### src/hdl/kcat_pkg.sv
// ---------------------------------------------------------------------------
// Key chord action trigger package
// Shared types and codes for the chord matcher and its action queue.
// ---------------------------------------------------------------------------
package kcat_pkg;

  localparam logic [2:0] OP_PRESS   = 3'd0;
  localparam logic [2:0] OP_RELEASE = 3'd1;
  localparam logic [2:0] OP_POP     = 3'd2;
  localparam logic [2:0] OP_WR_TRIG = 3'd3;
  localparam logic [2:0] OP_WR_REQ  = 3'd4;

  localparam logic [1:0] KS_RELEASED = 2'd0;
  localparam logic [1:0] KS_FRESH    = 2'd1;
  localparam logic [1:0] KS_HELD     = 2'd2;

  typedef struct packed {
    logic [2:0]  operation;
    logic [15:0] key_code;
    logic [47:0] time_ms;
    logic [47:0] till_ms;
    logic [3:0]  trigger_slot;
    logic [1:0]  requirement_slot;
    logic        entry_enable;
    logic [7:0]  entry_action;
    logic [15:0] entry_key;
    logic        entry_needs_fresh;
  } item_t;

  typedef struct packed {
    logic       any_triggered;
    logic       popped_valid;
    logic [7:0] popped_action;
    logic       queue_dropped;
  } result_t;

  typedef struct packed {
    logic       en;
    logic [7:0] action;
  } trig_entry_t;

  typedef struct packed {
    logic        en;
    logic        fresh;
    logic [15:0] key;
    logic [1:0]  ks;
  } req_entry_t;

  typedef struct packed {
    logic [7:0]  action;
    logic [47:0] time_ms;
  } qentry_t;

  typedef struct packed {
    logic push;
    logic rd;
    logic pop;
  } queue_ctl_t;

  typedef struct packed {
    logic empty;
    logic full;
  } queue_sts_t;

endpackage

### src/hdl/kcat_queue.sv
// ---------------------------------------------------------------------------
// Action queue
// Circular buffer of triggered actions held in one synchronous memory.
// ---------------------------------------------------------------------------
module kcat_queue #(
  parameter int DEPTH = 32
) (
  input  logic                clk,
  input  logic                rst,
  input  kcat_pkg::queue_ctl_t ctl,
  input  kcat_pkg::qentry_t   wdata,
  output kcat_pkg::qentry_t   rdata,
  output kcat_pkg::queue_sts_t sts
);
  import kcat_pkg::*;

  localparam int QW = $clog2(DEPTH);
  localparam int CW = $clog2(DEPTH + 1);

  qentry_t         mem [DEPTH];
  logic [QW-1:0]   head;
  logic [CW-1:0]   count;
  logic [QW:0]     sum;
  logic [QW-1:0]   tail;

  always_comb begin
    sum = (QW + 1)'(head) + (QW + 1)'(count);
    if (sum >= (QW + 1)'(DEPTH)) begin
      sum = sum - (QW + 1)'(DEPTH);
    end
    tail = sum[QW-1:0];
  end

  assign sts.empty = (count == '0);
  assign sts.full  = (count == CW'(DEPTH));

  always_ff @(posedge clk) begin
    if (ctl.push) begin
      mem[tail] <= wdata;
    end
    if (ctl.rd) begin
      rdata <= mem[head];
    end
  end

  always_ff @(posedge clk) begin
    if (rst) begin
      head  <= '0;
      count <= '0;
    end else begin
      if (ctl.pop) begin
        head <= (head == QW'(DEPTH - 1)) ? '0 : head + 1'b1;
      end
      if (ctl.push && !ctl.pop) begin
        count <= count + 1'b1;
      end else if (ctl.pop && !ctl.push) begin
        count <= count - 1'b1;
      end
    end
  end

`ifndef SYNTH
  a_no_push_full: assert property (@(posedge clk) disable iff (rst)
    ctl.push |-> !sts.full) else $error("Transfer pushed into a full queue.");
  a_no_pop_empty: assert property (@(posedge clk) disable iff (rst)
    ctl.pop |-> !sts.empty) else $error("Queue popped while empty.");
  a_count_bound: assert property (@(posedge clk) disable iff (rst)
    count <= CW'(DEPTH)) else $error("Queue count exceeds its depth.");
  a_push_grows: assert property (@(posedge clk) disable iff (rst)
    (ctl.push && !ctl.pop) |=> count == $past(count) + 1'b1)
    else $error("Queue count did not grow after a push.");
`endif

endmodule

### src/hdl/key_chord_action_trigger_unit.sv
// ---------------------------------------------------------------------------
// Key chord action trigger unit
// Matches key chords against a trigger table and queues triggered actions.
// ---------------------------------------------------------------------------
// One item is taken at a time. A press or release walks every requirement
// slot of every trigger through the table memory, a read state and then an
// execute state per slot; a pop reads the queue head and then checks it,
// skipping the check when the queue is empty, and a table write goes straight
// to its result. A result that waits for the response transfer holds the next
// item back until it is taken. After reset a clearing pass empties the
// tables, during which no item is taken.
module key_chord_action_trigger_unit #(
  parameter int TRIGGERS    = 16,
  parameter int REQS        = 4,
  parameter int QUEUE_DEPTH = 32
) (
  input  logic              clk,
  input  logic              rst,
  input  logic              req_valid,
  output logic              req_ready,
  input  kcat_pkg::item_t   req,
  output logic              rsp_valid,
  input  logic              rsp_ready,
  output kcat_pkg::result_t rsp
);
  import kcat_pkg::*;

  localparam int TW = (TRIGGERS > 1) ? $clog2(TRIGGERS) : 1;
  localparam int RW = (REQS > 1) ? $clog2(REQS) : 1;
  localparam int AW = TW + RW;
  localparam int RDEPTH = TRIGGERS * (2 ** RW);

  localparam logic [2:0] S_CLR    = 3'd0;
  localparam logic [2:0] S_IDLE   = 3'd1;
  localparam logic [2:0] S_RD     = 3'd2;
  localparam logic [2:0] S_EX     = 3'd3;
  localparam logic [2:0] S_POP_RD = 3'd4;
  localparam logic [2:0] S_POP_EX = 3'd5;
  localparam logic [2:0] S_DONE   = 3'd6;

  trig_entry_t trig_mem [TRIGGERS];
  req_entry_t  req_mem [RDEPTH];
  trig_entry_t trig_rdata;
  req_entry_t  req_rdata;

  logic [2:0]    state;
  logic [AW-1:0] clr;
  logic [2:0]    op;
  logic [15:0]   key;
  logic [47:0]   time_ms;
  logic [47:0]   till_ms;
  logic [TW-1:0] t_idx;
  logic [RW-1:0] r_idx;
  logic          sat;
  logic          trig_any;
  logic          drop;
  logic          pop_v;
  logic [7:0]    pop_a;

  logic          trig_we;
  logic [TW-1:0] trig_waddr;
  trig_entry_t   trig_wdata;
  logic          req_we;
  logic [AW-1:0] req_waddr;
  req_entry_t    req_wdata;

  logic          match;
  logic [1:0]    ks_new;
  logic [1:0]    ks_eff;
  logic          req_ok;
  logic          sat_acc;
  logic          last_r;
  logic          fire;

  queue_ctl_t    q_ctl;
  qentry_t       q_wdata;
  qentry_t       q_rdata;
  queue_sts_t    q_sts;

  logic          accept;
  logic          trig_slot_ok;
  logic          req_slot_ok;

  assign req_ready    = (state == S_IDLE);
  assign accept       = req_valid && req_ready;
  assign trig_slot_ok = (32'(req.trigger_slot) < TRIGGERS);
  assign req_slot_ok  = trig_slot_ok && (32'(req.requirement_slot) < REQS);

  always_comb begin
    match   = req_rdata.en && trig_rdata.en && (req_rdata.key == key);
    ks_new  = (op == OP_PRESS) ?
              ((req_rdata.ks == KS_RELEASED) ? KS_FRESH : KS_HELD) : KS_RELEASED;
    ks_eff  = match ? ks_new : req_rdata.ks;
    req_ok  = !req_rdata.en ||
              (req_rdata.fresh ? (ks_eff == KS_FRESH) : (ks_eff != KS_RELEASED));
    sat_acc = sat && req_ok;
    last_r  = (r_idx == RW'(REQS - 1));
    fire    = (state == S_EX) && last_r && (op == OP_PRESS) &&
              trig_rdata.en && sat_acc;
  end

  always_comb begin
    trig_we    = 1'b0;
    trig_waddr = clr[AW-1:RW];
    trig_wdata = '0;
    req_we     = 1'b0;
    req_waddr  = clr;
    req_wdata  = '0;
    if (state == S_CLR) begin
      trig_we = 1'b1;
      req_we  = 1'b1;
    end else if (accept && req.operation == OP_WR_TRIG && trig_slot_ok) begin
      trig_we    = 1'b1;
      trig_waddr = TW'(req.trigger_slot);
      trig_wdata = '{en: req.entry_enable, action: req.entry_action};
    end else if (accept && req.operation == OP_WR_REQ && req_slot_ok) begin
      req_we    = 1'b1;
      req_waddr = {TW'(req.trigger_slot), RW'(req.requirement_slot)};
      req_wdata = '{en: req.entry_enable, fresh: req.entry_needs_fresh,
                    key: req.entry_key, ks: KS_RELEASED};
    end else if (state == S_EX && match) begin
      req_we    = 1'b1;
      req_waddr = {t_idx, r_idx};
      req_wdata = req_rdata;
      req_wdata.ks = ks_new;
    end
  end

  always_ff @(posedge clk) begin
    if (trig_we) begin
      trig_mem[trig_waddr] <= trig_wdata;
    end
    if (req_we) begin
      req_mem[req_waddr] <= req_wdata;
    end
    trig_rdata <= trig_mem[t_idx];
    req_rdata  <= req_mem[{t_idx, r_idx}];
  end

  always_comb begin
    q_ctl.push = fire && !q_sts.full;
    q_ctl.rd   = (state == S_POP_RD) && !q_sts.empty;
    q_ctl.pop  = (state == S_POP_EX) && (q_rdata.time_ms <= till_ms);
    q_wdata    = '{action: trig_rdata.action, time_ms: time_ms};
  end

  kcat_queue #(
    .DEPTH(QUEUE_DEPTH)
  ) u_queue (
    .clk   (clk),
    .rst   (rst),
    .ctl   (q_ctl),
    .wdata (q_wdata),
    .rdata (q_rdata),
    .sts   (q_sts)
  );

  always_ff @(posedge clk) begin
    if (accept) begin
      op      <= req.operation;
      key     <= req.key_code;
      time_ms <= req.time_ms;
      till_ms <= req.till_ms;
    end
    if (state == S_DONE && (!rsp_valid || rsp_ready)) begin
      rsp <= '{any_triggered: trig_any, popped_valid: pop_v,
               popped_action: pop_a, queue_dropped: drop};
    end
  end

  always_ff @(posedge clk) begin
    if (rst) begin
      state     <= S_CLR;
      clr       <= '0;
      t_idx     <= '0;
      r_idx     <= '0;
      sat       <= 1'b1;
      trig_any  <= 1'b0;
      drop      <= 1'b0;
      pop_v     <= 1'b0;
      pop_a     <= '0;
      rsp_valid <= 1'b0;
    end else begin
      if (state == S_DONE && (!rsp_valid || rsp_ready)) begin
        rsp_valid <= 1'b1;
      end else if (rsp_valid && rsp_ready) begin
        rsp_valid <= 1'b0;
      end
      unique case (state)
        S_CLR: begin
          clr <= clr + 1'b1;
          if (clr == AW'(RDEPTH - 1)) begin
            state <= S_IDLE;
          end
        end
        S_IDLE: begin
          if (accept) begin
            t_idx    <= '0;
            r_idx    <= '0;
            sat      <= 1'b1;
            trig_any <= 1'b0;
            drop     <= 1'b0;
            pop_v    <= 1'b0;
            pop_a    <= '0;
            case (req.operation) inside
              OP_PRESS, OP_RELEASE: state <= S_RD;
              OP_POP:               state <= S_POP_RD;
              default:              state <= S_DONE;
            endcase
          end
        end
        S_RD: begin
          state <= S_EX;
        end
        S_EX: begin
          if (fire) begin
            trig_any <= 1'b1;
            if (q_sts.full) begin
              drop <= 1'b1;
            end
          end
          if (last_r) begin
            r_idx <= '0;
            sat   <= 1'b1;
            if (t_idx == TW'(TRIGGERS - 1)) begin
              t_idx <= '0;
              state <= S_DONE;
            end else begin
              t_idx <= t_idx + 1'b1;
              state <= S_RD;
            end
          end else begin
            r_idx <= r_idx + 1'b1;
            sat   <= sat_acc;
            state <= S_RD;
          end
        end
        S_POP_RD: begin
          state <= q_sts.empty ? S_DONE : S_POP_EX;
        end
        S_POP_EX: begin
          if (q_ctl.pop) begin
            pop_v <= 1'b1;
            pop_a <= q_rdata.action;
          end
          state <= S_DONE;
        end
        S_DONE: begin
          if (!rsp_valid || rsp_ready) begin
            state <= S_IDLE;
          end
        end
        default: begin
          state <= S_IDLE;
        end
      endcase
    end
  end

`ifndef SYNTH
  a_rsp_hold: assert property (@(posedge clk) disable iff (rst)
    (rsp_valid && !rsp_ready) |=> (rsp_valid && $stable(rsp)))
    else $error("Response transfer changed while it waited.");
  a_push_press: assert property (@(posedge clk) disable iff (rst)
    q_ctl.push |-> (op == OP_PRESS))
    else $error("Action queued outside a key press.");
  a_clr_busy: assert property (@(posedge clk) disable iff (rst)
    (state == S_CLR) |-> !req_ready)
    else $error("Request transfer offered during the clearing pass.");
`endif

endmodule

### config.mk
export PLATFORM = sky130hd
export DESIGN_NAME = key_chord_action_trigger_unit
export DESIGN_NICKNAME = d
export VERILOG_FILES = /design/src/hdl/kcat_pkg.sv /design/src/hdl/kcat_queue.sv /design/src/hdl/key_chord_action_trigger_unit.sv
export SDC_FILE = /design/constraint.sdc
export NUM_CORES = 2
export LEC_CHECK = 0
export BUFFER_PORTS_ARGS = -buffer_cell sky130_fd_sc_hd__clkbuf_2
export CAP_MARGIN = 20
export CORE_UTILIZATION = 55
export CTS_BUF_LIST = sky130_fd_sc_hd__clkbuf_8
export CTS_CLUSTER_SIZE = 16
export DETAILED_ROUTE_END_ITERATION = 8
export GPL_ROUTABILITY_DRIVEN = 0
export PLACE_DENSITY = 0.82
export SLEW_MARGIN = 40
export SYNTH_ARGS = -nofsm -noshare
export SYNTH_HDL_FRONTEND = slang
export SYNTH_HIERARCHICAL = 1
export SYNTH_SLANG_ARGS = --single-unit
### constraint.sdc
create_clock -name clk -period 8 [get_ports clk]
set_input_delay 1.2 -clock clk [delete_from_list [all_inputs] [get_ports clk]]
set_output_delay 1.2 -clock clk [all_outputs]
set_load 0.1 [all_outputs]
After elaboration in Yosys (flattened, before gate mapping)

Memory sizes are Yosys's and may differ from the RTL's. A register that Yosys moved wholly into a read port is not among the register bits.
Cells that the tools add are included.

Flip-flop bits (word level): 165
Bits in writable memories: 3,216
Input bits: 151
Memories: 3

Memories:

| name        | words | width | read ports | clocked after Yosys merged registers in | write ports | RTL line                            | source |
|---|---|---|---|---|---|---|---|
| u_queue.mem | 32    | 56    | 1          | 1                                       | 1           | kcat_queue.sv:20                    | `qentry_t mem [DEPTH];` |
| req_mem     | 64    | 20    | 1          | 1                                       | 1           | key_chord_action_trigger_unit.sv:42 | `req_entry_t req_mem [RDEPTH];` |
| trig_mem    | 16    | 9     | 1          | 1                                       | 1           | key_chord_action_trigger_unit.sv:41 | `trig_entry_t trig_mem [TRIGGERS];` |

Add/sub/neg operators: 8
$lt $le $gt $ge: 2
Eq/ne operators: 24
Multiplexer cells: 64
Reductions and logical operators: 43

Operators with widths:

| cell                  | count |
|---|---|
| $mux W20              | 4 |
| $le A48 B48 Y1        | 1 |
| $mux W6               | 6 |
| $mux W1               | 22 |
| $pmux W3 S7           | 1 |
| $mux W4               | 5 |
| $logic_and A1 B1 Y1   | 18 |
| $mux W3               | 6 |
| $mux W9               | 2 |
| $eq A16 B16 Y1        | 1 |
| $mux W8               | 2 |
| $pmux W8 S2           | 1 |
| $mux W2               | 7 |
| $add A6 B1 Y6 const B | 2 |
| $eq A3 B2 Y1 const B  | 4 |
| $eq A3 B3 Y1 const B  | 4 |
| $eq A6 B6 Y1 const B  | 2 |
| $reduce_and A3 Y1     | 4 |
| $mux W5               | 2 |
| $reduce_bool A2 Y1    | 5 |
| $logic_not A3 Y1      | 3 |
| $ne A2 B1 Y1 const B  | 4 |
| $pmux W1 S2           | 4 |
| $pmux W4 S2           | 1 |
| 21 further kinds      | 30 |

Logic depth before layout (Yosys ltp)

Depth in word-level cells: 14
Depth in mapped cells: 17

Cells and area by module

The synthesis kept the hierarchy.

Modules (own cells, without submodules):

| module                        | instances | cells each | area each (µm²) |
|---|---|---|---|
| kcat_queue                    | 1         | 3,114      | 70,264.9 |
| key_chord_action_trigger_unit | 1         | 2,719      | 61,975.7 |

Least setup slack after synthesis

No wires, ideal clock.

Path kind: register to register
From: reg key[0]
To: mem u_queue/mem[20][0] (netlist name) (enable)
Data arrival time: 7.859 ns
Data required time: 7.392 ns
Slack: -0.468 ns
Cell stages (with the launch flop): 11
Buffers on the path: 1
Cell sequence: edfxtp_1 > xnor2_1 > nand3_1 > nor3_1 > nand2_1 > mux2i_1 > a21boi_0 > nor3_1 > or3b_2 > buf_1 > nor4_1

RTL lines:

| element                | RTL line                             | source |
|---|---|---|
| from (decl)            | key_chord_action_trigger_unit.sv:49  | `logic [15:0] key;` |
| from (signal assigned) | key_chord_action_trigger_unit.sv:161 | `key <= req.key_code;` |
| to (decl)              | kcat_queue.sv:20                     |  |

==> flow_summary.ini <==
[power_and_ir_drop]
power_frac_comb_pct = 4.3
max-vdd-ir-drop_uv = 197.6
p_clk_share_pct = 38.1
powerDensity_mw_per_mm2 = 241.2
power.total_mw = 35.86
p_int_mw = 27.77
leakage_nw = 48.38
swShare_pct = 22.54
seqPwrFrac_pct = 57.6
p_sw_mw = 8.082

[synthesis]
synth-edff-count = 3398
synthArstFlopShare_pct = 0
ys_ff_latch = 3466
avgSynthCellArea_um2 = 22.67
yosys_warnings = 6
syn_inst = 5833
synth_nets = 6048
synth_seq_area_share_pct = 78.19
ys_types = 68
syn_area_mm2 = 0.1322
synth_ff_type = edfxtp_1

[grt]
grt_pass1_vias = 68940
grt_max_degree = 86
grt-ovfl-total = 0
grt_first_pass_wirelength_um = 474700
grt.total_usage_pct = 27.41
antenna_found_initial = 14

[timing]
hold_viol = 0
fin_crit_sh_pct = 67.30
tightest_slew_ps = 927.5
fmax_ghz = 0.1857
setup_viol = 0
slew_viol_final = 0
fin_skew_ps = 103.8
max_slew_margin_pct = 37.69
rsz0062_at_grt = no
post-route-min-period_ps = 5384
tns_ps = 0
setup_slack_ps = 2616

[worst_setup_path]
path_cells = inv_1 > ha_1 > nand4_1 > nor3_1 > nand4_1 > nand2_1 > inv_1 > ha_1 > inv_1 > ha_1 > a211o_1 > a21oi_1 > nand4b_1 > mux2_1
end_kind = flip-flop
start_kind = flip-flop
worstPathRequired_ps = 8930
crit_slowest_cell = nor3_1
path_max_fanout = 10
crit_family = simple AND/OR/NAND/NOR gates
path_buf_inv = 3
crit_arrival_ps = 6320
critPathMaxStageDelay_ps = 850
crit_type = reg -> reg

[floorplanning]
start_util_pct = 55.44
ios = 164
die-area_mm2 = 0.2424
core_area_mm2 = 0.2385
dieHeight_um = 492.3
rows = 179
die_w_um = 492.3

[cts]
root_buffer = clkbuf_8
clock_latency_ps = 1130
cts_inserted_buffers = 548
cts_resized = 0
cts_sinks = 3466
clk_path_buf_depth = 4
cts_tree = yes
cts_max_level = 6
hold_buffers = 0
post_cts_buffers = 0
path_clk_slew_ps = 60

[layout]
syn_to_final_growth_pct = 12.40
instances_no_fill = 10040
finalNetCount = 6697
fillers = 14520
drive_above_1_share_pct = 29.79
utilization_pct = 62.31

[detailed_routing]
dr.pass1.iters = 6
drc = 0
viasPerCell = 6.699
wire_per_inst_um = 33.33
antenna_left = 0
via_count = 67270
drtIter0Drc = 10640
finalWirelength_um = 334800

[place]
placedCellCount = 9094
pre_cts_ws_ps = 3060
io_buffers = 163
dp_hpwl_um = 188700

[hold_path]
hp-class = in -> reg

[run]
drv_cap = 0

[outcome]
status = completed
## worst paths after layout
path	from	depth (start not counted)	to	slack, ps
worst max-delay path	till_ms[6]	14	u_queue/count[5]	2620
worst min-delay path	req[100]	1	time_ms[20]	280
worst max register to register	till_ms[6]	14	u_queue/count[5]	2620
worst min register to register	drop	0	rsp[0]	460
## power groups by stage
stage / combinational, mW / clock (mW) / sequential, mW
6_report: 1.54 / 13.7 / 20.7
5_1_grt: 1.58 / 14.5 / 20.7
4_1_cts: 1.48 / 13.8 / 20.7
3_5_place_dp: 1.47 / 0 / 21.0
3_3_place_gp: 1.23 / 0 / 21.1
2_1_floorplan: 0.656 / 0 / 21.0
## kinds of logic after synthesis
| family | synth area share, % |
|---|---|
| buf+inv | 1.331 |
| simple gates | 1.308 |
| xor+xnor | 0.2053 |
| mux | 15.41 |
| compound gates | 2.941 |
| flops | 78.19 |
| fa+ha+maj | 0.6169 |
## cell usage after synthesis, drive strengths merged, types with 5 or more instances
library cell / instances / area, um^2
dfxtp: 68 / 1361
o211ai: 5 / 37.54
a21oi: 158 / 790.8
xnor2: 23 / 201.4
o221a: 6 / 76.32
nand4: 26 / 162.7
a22o: 73 / 639.4
nor2: 109 / 431.7
nor4: 21 / 131.4
and2: 15 / 93.84
o21ai: 27 / 135.1
a31oi: 10 / 62.56
o221ai: 57 / 499.2
and3: 8 / 55.05
mux2i: 230 / 2302
a2111oi: 57 / 613.1
nor3: 35 / 180.2
a21o: 5 / 37.54
nand3: 21 / 105.1
mux4: 802 / 18060
nor2b: 19 / 133.9
buf: 142 / 904.6
inv: 62 / 232.7
nand2b: 8 / 50.05
edfxtp: 3398 / 102000
or3: 6 / 37.54
a22oi: 59 / 442.9
ha: 62 / 775.7
clkbuf: 166 / 623.1
nand2: 41 / 161.4
nand3b: 12 / 90.09
o22ai: 56 / 350.3
xor2: 8 / 70.07
## metrics by stage
step	hold WS, ps	instance area, um^2
finish	284.2	148600
global route	253.3	148600
CTS	197.8	148500
detailed placement	444.3	138800
global placement	445.1	137500
floorplan	407.9	132300
## cells in the final DEF, fill, tap and decap left out, drive strengths merged, types with 23 or more instances in the layout
master | Yosys | routed
nor2 | 109 | 109
inv | 62 | 248
edfxtp | 3398 | 3398
a22oi | 59 | 59
xnor2 | 23 | 23
o221ai | 57 | 57
ha | 62 | 62
nor3 | 35 | 35
dfxtp | 68 | 68
a22o | 73 | 73
buf | 142 | 244
nand4 | 26 | 26
mux2i | 230 | 230
o21ai | 27 | 27
a2111oi | 57 | 57
o22ai | 56 | 56
mux4 | 802 | 802
clkbuf | 166 | 735
clkinv | 0 | 152
a21oi | 158 | 158
nand2 | 41 | 41
## flip-flops by register name, indices dropped and copies added, names as in the netlist, 8 cells and up
name           count
req_rdata         20
rsp               11
u_queue/mem     1792
trig_mem         144
time_ms           48
pop_a              8
key               16
req_mem         1280
till_ms           48
q_wdata            8
u_queue/rdata     56
## layout make-up
type | instances | area (um^2) | area share [%]
clock buffer | 572 | 7873 | 5.297
antenna | 10 | 25.02 | 0.01684
inverter | 62 | 237.7 | 0.1599
sequential | 3466 | 103400 | 69.59
multi-input combinational | 1997 | 27930 | 18.79
timing repair buffer | 407 | 3382 | 2.275
clock inverter | 361 | 1787 | 1.202
tap | 3167 | 3963 | 2.666
## metal layers
layer	routed length (um)	vias up	global-route usage, %	part of all wire [%]
li1	-	26300	-	-
met1	111700	34370	35.45	33
met2	163100	5591	44.03	49
met3	42180	991	6.581	13
met4	17700	12	13.37	5.3
met5	82	-	0	0.024
## worst reg2reg max path: stages, from the launching register on
cell and delay, ps:
edfxtp_1 370, inv_1 280, ha_1 250, nand4_1 340, nor3_1 850, nand4_1 800, nand2_1 500, inv_1 160
ha_1 270, inv_1 180, ha_1 280, a211o_1 330, a21oi_1 160, nand4b_1 160, mux2_1 340
Power figures use the tool's default switching activity.
